## src/design/polyvd_pkg.sv

```systemverilog
package polyvd_pkg;

    // sizes of the coefficient store and the fixed-point format
    localparam int MAX_DEGREE = 15;
    localparam int IDX_W      = 4;
    localparam int DATA_W     = 32;
    localparam int Q_FRAC     = 16;
    localparam int PROD_W     = 2 * DATA_W;
    localparam int STORE_DEPTH = MAX_DEGREE + 1;

    // 1.0 in Q16.16
    localparam logic signed [DATA_W-1:0] Q_ONE = DATA_W'(1) <<< Q_FRAC;

    typedef enum logic [1:0] {
        CMD_LOAD  = 2'd0,
        CMD_EVAL  = 2'd1,
        CMD_DERIV = 2'd2,
        CMD_READ  = 2'd3
    } command_t;

    typedef enum logic [1:0] {
        ST_OK    = 2'd0,
        ST_RANGE = 2'd1,
        ST_SAT   = 2'd2
    } status_t;

    // sequencer states
    typedef enum logic [2:0] {
        S_IDLE,
        S_WT,
        S_WT1,
        S_WT2,
        S_PROD,
        S_POW,
        S_ACC,
        S_PW
    } state_t;

    typedef struct packed {
        command_t                 command;
        logic [IDX_W-1:0]         index;
        logic signed [DATA_W-1:0] operand;
    } cmd_t;

    typedef struct packed {
        logic signed [DATA_W-1:0] result_value;
        status_t                  status;
    } result_t;

    // request to the shared multiplier
    typedef struct packed {
        logic signed [DATA_W-1:0] a;
        logic signed [DATA_W-1:0] b;
        logic                     frac;
    } mul_req_t;

endpackage

```

## src/design/polyvd_store.sv

```systemverilog
module polyvd_store (
    input  logic                                  clk,
    input  logic                                  rst_n,
    input  logic                                  wr_en,
    input  logic [polyvd_pkg::IDX_W-1:0]          wr_addr,
    input  logic signed [polyvd_pkg::DATA_W-1:0]  wr_data,
    input  logic [polyvd_pkg::IDX_W-1:0]          rd_addr,
    output logic signed [polyvd_pkg::DATA_W-1:0]  rd_data
);
    import polyvd_pkg::*;

    logic signed [DATA_W-1:0] coef_reg [STORE_DEPTH];

    // coefficient registers, cleared at reset
    always_ff @(posedge clk or negedge rst_n)
    begin
        if (!rst_n)
        begin
            for (int i = 0; i < STORE_DEPTH; i++)
            begin
                coef_reg[i] <= '0;
            end
        end
        else if (wr_en)
        begin
            coef_reg[wr_addr] <= wr_data;
        end
    end

    // single read port
    assign rd_data = coef_reg[rd_addr];

endmodule

```

## src/design/polyvd_mul.sv

```systemverilog
module polyvd_mul (
    input  logic                                  clk,
    input  polyvd_pkg::mul_req_t                  req,
    output logic signed [polyvd_pkg::DATA_W-1:0]  prod,
    output logic                                  sat
);
    import polyvd_pkg::*;

    logic signed [PROD_W-1:0] prod_reg;
    logic                     frac_reg;
    logic signed [PROD_W-1:0] shifted;
    logic                     ovf;
    logic signed [DATA_W-1:0] res_reg;
    logic signed [DATA_W-1:0] res_next;
    logic                     sat_reg;

    // stage one: full product
    always_ff @(posedge clk)
    begin
        prod_reg <= PROD_W'(req.a) * PROD_W'(req.b);
        frac_reg <= req.frac;
    end

    // floor shift for q16.16 when frac is set, then clamp to 32 bits
    always_comb
    begin
        shifted  = frac_reg ? (prod_reg >>> Q_FRAC) : prod_reg;
        ovf      = (shifted[PROD_W-1:DATA_W-1] != '0) && (shifted[PROD_W-1:DATA_W-1] != '1);
        res_next = shifted[DATA_W-1:0];
        if (ovf)
        begin
            res_next = shifted[PROD_W-1] ? {1'b1, {(DATA_W-1){1'b0}}}
                                         : {1'b0, {(DATA_W-1){1'b1}}};
        end
    end

    // stage two: clamped result
    always_ff @(posedge clk)
    begin
        res_reg <= res_next;
        sat_reg <= ovf;
    end

    assign prod = res_reg;
    assign sat  = sat_reg;

endmodule

```

## src/design/polynomial_value_and_derivative_unit.sv

```systemverilog
// Polynomial value and derivative unit, signed Q16.16.
// Command channel: a command is accepted at a rising edge with start high and
// busy low. Load writes a coefficient and echoes it, read returns one
// coefficient (status 1 above the degree), evaluate returns sum c_i*x^i and
// derivative returns sum (i+1)*c_(i+1)*x^i; saturation gives status 2.
// Result channel: done is high for exactly one cycle with result valid; the
// receiver must take it then, there is no stall.
// Configuration: cfg_we writes cfg_data into the degree register at once.
// Timing: load and read finish in the cycle after transfer, busy stays low,
// so they may issue every cycle. Evaluate runs one sequencer pass per term for
// d+1 terms, derivative for d terms (d = degree in use; at d = 0 it answers like a read).
// The per-term cost is set by the one shared two-stage multiplier: each term
// needs the product with the running power and the next power of x, and the
// derivative also forms its weight (i+1)*c on that multiplier first.
// Reset clears the coefficient store, the degree and the sequencer.
module polynomial_value_and_derivative_unit (
    input  logic                               clk,
    input  logic                               rst_n,
    input  logic                               start,
    output logic                               busy,
    input  polyvd_pkg::cmd_t                   cmd,
    output logic                               done,
    output polyvd_pkg::result_t                result,
    input  logic                               cfg_we,
    input  logic [polyvd_pkg::IDX_W-1:0]       cfg_data
);
    import polyvd_pkg::*;

    state_t                   state_reg, state_next;
    logic [IDX_W-1:0]         deg_reg;
    logic [IDX_W-1:0]         deg_use;
    logic [IDX_W-1:0]         term_reg, term_next;
    logic                     deriv_reg, deriv_next;
    logic                     sat_reg, sat_next;
    logic signed [DATA_W-1:0] x_reg, x_next;
    logic signed [DATA_W-1:0] pw_reg, pw_next;
    logic signed [DATA_W-1:0] w_reg, w_next;
    logic signed [DATA_W-1:0] acc_reg, acc_next;
    result_t                  out_reg, out_next;
    logic                     done_reg, done_next;

    logic                     accept;
    logic                     more;
    logic [IDX_W-1:0]         term_addr;
    logic [IDX_W-1:0]         rd_addr;
    logic signed [DATA_W-1:0] rd_data;
    logic                     wr_en;
    logic                     load_ok;
    mul_req_t                 mreq;
    logic signed [DATA_W-1:0] mprod;
    logic                     msat;
    logic [DATA_W:0]          sum;
    logic                     add_ovf;
    logic signed [DATA_W-1:0] sum_sat;

    assign accept  = start && !busy;
    assign busy    = (state_reg != S_IDLE);
    assign deg_use = (32'(deg_reg) > MAX_DEGREE) ? IDX_W'(MAX_DEGREE) : deg_reg;
    assign load_ok = (32'(cmd.index) <= MAX_DEGREE);

    // another term follows the current one
    assign more = deriv_reg ? (({1'b0, term_reg} + 1'b1) < {1'b0, deg_use})
                            : (term_reg < deg_use);

    assign term_addr = deriv_reg ? (term_reg + 1'b1) : term_reg;
    assign rd_addr   = (state_reg == S_IDLE) ? cmd.index : term_addr;
    assign wr_en     = accept && (cmd.command == CMD_LOAD) && load_ok;

    polyvd_store u_store (
        .clk     (clk),
        .rst_n   (rst_n),
        .wr_en   (wr_en),
        .wr_addr (cmd.index),
        .wr_data (cmd.operand),
        .rd_addr (rd_addr),
        .rd_data (rd_data)
    );

    polyvd_mul u_mul (
        .clk  (clk),
        .req  (mreq),
        .prod (mprod),
        .sat  (msat)
    );

    // saturating add of the product into the accumulator
    always_comb
    begin
        sum     = {acc_reg[DATA_W-1], acc_reg} + {mprod[DATA_W-1], mprod};
        add_ovf = (sum[DATA_W] != sum[DATA_W-1]);
        sum_sat = sum[DATA_W-1:0];
        if (add_ovf)
        begin
            sum_sat = sum[DATA_W] ? {1'b1, {(DATA_W-1){1'b0}}}
                                  : {1'b0, {(DATA_W-1){1'b1}}};
        end
    end

    // next state
    always_comb
    begin
        state_next = state_reg;
        case (state_reg)
            S_IDLE:
            begin
                if (accept && (cmd.command == CMD_EVAL))
                begin
                    state_next = S_PROD;
                end
                else if (accept && (cmd.command == CMD_DERIV) && (deg_use != '0))
                begin
                    state_next = S_WT;
                end
            end
            S_WT:   state_next = S_WT1;
            S_WT1:  state_next = S_WT2;
            S_WT2:  state_next = S_PROD;
            S_PROD: state_next = S_POW;
            S_POW:  state_next = S_ACC;
            S_ACC:  state_next = S_PW;
            S_PW:
            begin
                if (!more)
                begin
                    state_next = S_IDLE;
                end
                else if (deriv_reg)
                begin
                    state_next = S_WT;
                end
                else
                begin
                    state_next = S_PROD;
                end
            end
            default: state_next = S_IDLE;
        endcase
    end

    // multiplier requests and datapath updates
    always_comb
    begin
        mreq       = '0;
        term_next  = term_reg;
        deriv_next = deriv_reg;
        sat_next   = sat_reg;
        x_next     = x_reg;
        pw_next    = pw_reg;
        w_next     = w_reg;
        acc_next   = acc_reg;
        out_next   = out_reg;
        done_next  = 1'b0;
        case (state_reg)
            S_IDLE:
            begin
                if (accept)
                begin
                    term_next  = '0;
                    deriv_next = (cmd.command == CMD_DERIV);
                    sat_next   = 1'b0;
                    x_next     = cmd.operand;
                    pw_next    = Q_ONE;
                    acc_next   = '0;
                    case (cmd.command)
                        CMD_LOAD:
                        begin
                            done_next = 1'b1;
                            out_next.result_value = load_ok ? cmd.operand : '0;
                            out_next.status       = load_ok ? ST_OK : ST_RANGE;
                        end
                        CMD_READ:
                        begin
                            done_next = 1'b1;
                            out_next.result_value = (cmd.index > deg_use) ? '0 : rd_data;
                            out_next.status       = (cmd.index > deg_use) ? ST_RANGE : ST_OK;
                        end
                        CMD_DERIV:
                        begin
                            // derivative of a constant is zero
                            if (deg_use == '0)
                            begin
                                done_next = 1'b1;
                                out_next.result_value = '0;
                                out_next.status       = ST_OK;
                            end
                        end
                        default:
                        begin
                        end
                    endcase
                end
            end
            S_WT:
            begin
                // weight (i+1)*c(i+1), plain integer product
                mreq.a    = DATA_W'({1'b0, term_reg} + 1'b1);
                mreq.b    = rd_data;
                mreq.frac = 1'b0;
            end
            S_WT2:
            begin
                w_next   = mprod;
                sat_next = sat_reg | msat;
            end
            S_PROD:
            begin
                mreq.a    = pw_reg;
                mreq.b    = deriv_reg ? w_reg : rd_data;
                mreq.frac = 1'b1;
            end
            S_POW:
            begin
                mreq.a    = pw_reg;
                mreq.b    = x_reg;
                mreq.frac = 1'b1;
            end
            S_ACC:
            begin
                acc_next = sum_sat;
                sat_next = sat_reg | msat | add_ovf;
            end
            S_PW:
            begin
                if (more)
                begin
                    // power advances only when a later term uses it
                    pw_next   = mprod;
                    sat_next  = sat_reg | msat;
                    term_next = term_reg + 1'b1;
                end
                else
                begin
                    done_next = 1'b1;
                    out_next.result_value = acc_reg;
                    out_next.status       = sat_reg ? ST_SAT : ST_OK;
                end
            end
            default:
            begin
            end
        endcase
    end

    // control registers
    always_ff @(posedge clk or negedge rst_n)
    begin
        if (!rst_n)
        begin
            state_reg <= S_IDLE;
            deg_reg   <= '0;
            done_reg  <= 1'b0;
            term_reg  <= '0;
            deriv_reg <= 1'b0;
            sat_reg   <= 1'b0;
        end
        else
        begin
            state_reg <= state_next;
            done_reg  <= done_next;
            term_reg  <= term_next;
            deriv_reg <= deriv_next;
            sat_reg   <= sat_next;
            if (cfg_we)
            begin
                deg_reg <= cfg_data;
            end
        end
    end

    // datapath registers
    always_ff @(posedge clk)
    begin
        x_reg   <= x_next;
        pw_reg  <= pw_next;
        w_reg   <= w_next;
        acc_reg <= acc_next;
        out_reg <= out_next;
    end

    assign done   = done_reg;
    assign result = out_reg;

    // a result only appears once the sequencer is back at rest
    a_done_idle: assert property (@(posedge clk) disable iff (!rst_n)
        done_reg |-> (state_reg == S_IDLE))
        else $error("result strobe while sequencer active");

    // load and read answer in the next cycle
    a_short_cmd: assert property (@(posedge clk) disable iff (!rst_n)
        (accept && ((cmd.command == CMD_LOAD) || (cmd.command == CMD_READ))) |=> done_reg)
        else $error("load or read result missing");

    // range status only follows a load or read transfer
    a_range_src: assert property (@(posedge clk) disable iff (!rst_n)
        (done_reg && (out_reg.status == ST_RANGE)) |->
        $past(accept && ((cmd.command == CMD_LOAD) || (cmd.command == CMD_READ))))
        else $error("range status without load or read");

    // evaluation always occupies the sequencer
    a_eval_busy: assert property (@(posedge clk) disable iff (!rst_n)
        (accept && (cmd.command == CMD_EVAL)) |=> (busy && !done_reg))
        else $error("evaluation did not start");

endmodule

```

## config.mk

```make
export PLATFORM = sky130hd
export DESIGN_NAME = polynomial_value_and_derivative_unit
export DESIGN_NICKNAME = d
export VERILOG_FILES = /design/src/design/polyvd_pkg.sv /design/src/design/polyvd_store.sv /design/src/design/polyvd_mul.sv /design/src/design/polynomial_value_and_derivative_unit.sv
export SDC_FILE = /design/constraint.sdc
export NUM_CORES = 2
export LEC_CHECK = 0
export BUFFER_PORTS_ARGS = -buffer_cell sky130_fd_sc_hd__buf_2
export CAP_MARGIN = 40
export CORE_MARGIN = 2
export CORE_UTILIZATION = 59
export CTS_CLUSTER_DIAMETER = 100
export DETAILED_ROUTE_END_ITERATION = 10
export PLACE_DENSITY = 0.88
export RECOVER_POWER = 100
export SLEW_MARGIN = 25
export SYNTH_ARGS = -nofsm -noshare
export SYNTH_HDL_FRONTEND = slang
export SYNTH_HIERARCHICAL = 1
export SYNTH_SLANG_ARGS = --single-unit
```

## constraint.sdc

```tcl
create_clock -name clk -period 10.92 [get_ports clk]
set_clock_uncertainty 0.2 [all_clocks]
set_input_delay 1.638 -clock clk [delete_from_list [all_inputs] [get_ports clk]]
set_output_delay 1.638 -clock clk [all_outputs]
set_load 0.01 [all_outputs]
```

* Word-level counts from Yosys, hierarchy flattened
Cells that the tools add are included. Widths: inputs -> output; s select.
Storage, ports and cells: output and inout port bits 36, bits in registers 786
Cells by class: add/subtract/negate cells 4, eq/ne operators 18, bitwise operators 4, mux-type cells 45, magnitude comparators 6, reductions and logical operators 23, multipliers 1
Operator list (number):
- $bwmux 512 | 1
- $mux 32 | 12
- $pmux 65 s3 | 1
- $bmux 32 s4 | 1
- $demux 32 s4 | 1
- $pmux 32 s2 | 2
- $mux 34 | 3
- $pmux 34 s3 | 1
- $pmux 34 s2 | 1
- $mul 32x32->64 | 1
- $mux 63 | 1
- $add 32x32->33 | 1
- $ne 33x33->1 const B | 1
- $reduce_bool 33->1 | 1
- $pmux 3 s8 | 1
- $mux 4 | 4
- $eq 3x3->1 const B | 4
- $mux 3 | 4
- $add 4x1->5 const B | 2
- $ge 5x5->1 const B | 2
- $not 4->5 | 2
- $pmux 4 s2 | 1
- $reduce_bool 4->1 | 2
- $logic_and 1x1->1 | 7
- other kinds (29) | 44

* Longest topological paths before layout
depth after elaboration 11, mapped depth 42, depth with buffers taken out 37

* Modules after synthesis
The synthesis kept the hierarchy.
By module, submodules not included:
- polyvd_mul | area an instance 38738.4 um^2, times used 1, cells each 4062
- polyvd_store | area an instance 22774.3 um^2, times used 1, cells each 1404
- polynomial_value_and_derivative_unit | area an instance 10309.9 um^2, times used 1, cells each 946

* Worst setup path after synthesis
Ideal clock, no wire load.
kind in2reg, start input cmd[32] (netlist name), end register u_mul.prod_reg[62], cell stages on the path 36, buffers on the path 4, path slack -0.085 ns, data arrival time 10.733 ns, path through inv_1 o21ai_0 clkbuf_1 buf_2 mux4_2 a22oi_1 nand2_1 mux2_2 a21oi_1 nor2_1 clkbuf_1 nand2_1 inv_1 fa_1 fa_1 fa_1 fa_1 inv_1 fa_1 inv_1 fa_1 inv_1 fa_1 inv_1 fa_1 ha_1 clkbuf_1 a21oi_1 nor2b_1 o21ai_0 nand2b_1 a21o_1 a21o_1 a21o_1 a221oi_2 xnor2_1
RTL lines:
- start, declared | line polynomial_value_and_derivative_unit.sv:21 | input polyvd_pkg::cmd_t cmd,
- end signal, assigned | line polyvd_mul.sv:20 | prod_reg <= PROD_W'(req.a) * PROD_W'(req.b);
- end, declared | line polyvd_mul.sv:9 | logic signed [PROD_W-1:0] prod_reg;

==> results.cfg <==
[setup_path]
cp_max_fo = 21
worst_path_most_repeated_cell = fa_1
r2r_slack_ps = -180
cpPeakStageDelay_ps = 610
end_kind = flop
critPathTopFamily = adder cells
critical_path_class = in -> reg
cpMaxStageDelayCell = fa_1
critPathArrivalTime_ps = 11590
cp-start-kind = input pin
path_buf_inv = 15
required_ps = 11260

[die]
coreArea_sq_um = 121000
die_area_sq_um = 125000
num_io_pins = 82
rows = 128
die_w_um = 353
start_util_pct = 59.2
die_h_um = 353

[global_routing]
grt_usage_pct = 34.5
grt_max_degree = 178
gr-total-overflow = 0
antenna_found_initial = 18
grt_pass1_wl_um = 330000
grt_pass1_vias = 58085

[finish]
mostFrequentLayoutCells = fa_1, inv_1, nand2_1
nNetsFinal = 8063
largest_reg_flops = 512
layoutNonFillerInstCount = 8391
area_growth_pct = 12.3
drive_gt1_share_pct = 22.1
layout_commonest_cell = fa_1

[power]
p_leak_uw = 0.0389
power_density_nw_per_um2 = 270
ir_worst_vdd_uv = 321

[clocking]
clock_latency_ps = 670
h-tree-depth = 3
clock-sinks = 786
cts_hold_buffers = 0
cts_buffers = 73
cts_buffer_depth = 3
cts_root_buf = clkbuf_16
cts_tree = built
path_clk_slew_ps = 70

[synthesis]
postSynth.asyncResetShare_pct = 66.9
yosysSeqAreaShare_pct = 27.8
ys.flop_type = dfrtp_1
synthCells = 6412
synth_cell_types = 80
synthesis.nets = 7773
netlist_area_sq_um = 71800
avgSynthCellArea_sq_um = 11.2
yosys_warnings = 6
synth_edf_count = 162
ys_ff_latch = 786

[placement]
placedCellCount = 8182
dp_hpwl_um = 152000
routabilityCongestion = 0.991
pre_cts_ws_ps = -776
io_buffers = 81

[sta]
fin_crit_sh_pct = 103
tns_ps = -807
relSlewSlack_pct = -189
tightest_slew_ps = 4330
fmax_ghz = 0.0889
maxSlewViolCount = 977
fin_ws_ps = -328
hold_violations = 0
fin_crit_ps = 11250
finalSetupViolations = 7

[routing]
drc_errors = 0
drtPass1Iterations = 9
dr.first_iter.drc_count = 5855
avgRoutedWirePerCell_um = 27.1
num_vias = 53562
wirelength_um = 227000
viasPerCell = 6.38
ant_nets = 0

[flow_run]
max_cap_violations = 31

[min_path]
hp-class = reg -> reg

[status]
violations = max-capacitance violations, max-slew violations, negative setup slack
outcome = complete, but fails checks
-- cells in the mapped netlist, types with 32 or more instances --
library cell,number,area share (%)
fa_1,1083,30
inv_1,975,5.1
nand2_1,622,3.3
and2_1,578,5.0
mux2_2,544,8.5
dfrtp_1,526,18
clkbuf_1,329,1.7
ha_1,232,4.0
edfxtp_1,162,6.8
a21oi_1,135,0.94
nor2_1,134,0.70
mux4_2,128,4.0
o21ai_0,121,0.84
a22oi_1,102,1.1
dfxtp_1,98,2.7
buf_2,68,0.47
mux2i_1,64,0.89
xnor2_1,64,0.78
a21o_1,50,0.52
xor2_1,44,0.54
nand3_1,32,0.22
-- metrics by stage --
stage | power, uW | hold WS [ps] | instance area [sq um] | utilization [%]
after floorplan | 12200 | 213 | 71800 | -
after global routing | 22800 | 312 | 80600 | 66.5
final | 21800 | 287 | 80600 | 66.5
after global placement | 16900 | 251 | 76800 | 63.3
after CTS | 20400 | 287 | 79600 | 65.7
after detailed placement | 17500 | 270 | 77100 | 63.6
-- power breakdown --
group          internal, uW  total [uW]  leakage (uW)  switching (uW)
logic                  6210       14900        0.0281            8730
registers              3700        4150       0.00958             453
clock network          1480        2670       0.00119            1190
total                 11400       21800        0.0389           10400
-- layout make-up --
type,count,area [sq um]
repair buffers,623,5220
diodes,8,20.0
inverters,976,3660
clock inverters,34,342
clock buffers,97,2070
multi-input cells,4242,47300
fillers,7934,40600
well taps,1625,2030
flip-flops and latches,786,20000
-- worst register-to-register path, delay by kind of cell, from the launching register on --
kind,cells,cell delay (ps)
compound gates,7,1200
xor+xnor,2,570
fa+ha+maj,9,4780
buf+inv,13,1860
flops,1,530
mux,2,840
simple gates,6,1050
-- logic make-up (layout without fill, tap and decap cells) --
kind of cell               after synthesis  after routing  share of synthesized area, %
DFF                                    786            786                          27.8
other                                    0              8                             0
adders and majority gates             1315           1315                          34.2
xor gates and xnor gates               108            108                          1.32
muxes                                  739            739                          13.5
and+or+nand+nor                       1513           1515                          10.5
buffers and inverters                 1386           1730                          7.42
AOI/OAI and AO/OA                      565            565                          5.18
-- layer usage --
metal	vias to the layer above	part of all wire, %	global-route usage [%]
met5	-	0.082	0
met4	20	8.7	22.1
met3	1436	12	7.55
met2	4158	47	56.1
met1	26939	33	41.8
li1	21009	-	-
-- final timing paths --
check	cells after the start	from	end
setup / recovery	39	cmd[32]	u_mul/prod_reg[63]
hold / removal	0	u_mul/prod[10]	w_reg[10]
setup reg to reg	39	term_reg[0]	u_mul/prod_reg[63]
hold reg to reg	0	u_mul/prod[10]	w_reg[10]
max in group asynchronous	6	rst_n	u_store/coef_reg[410]
min in group asynchronous	1	rst_n	u_store/coef_reg[350]
-- repair_timing --
action                     CTS  global route
resized for setup           11           192
setup buffers                3            45
pin swaps                    1            78
setup endpoints to repair   10            23
gates cloned                 0            10
(Power assumes the default switching activity.)
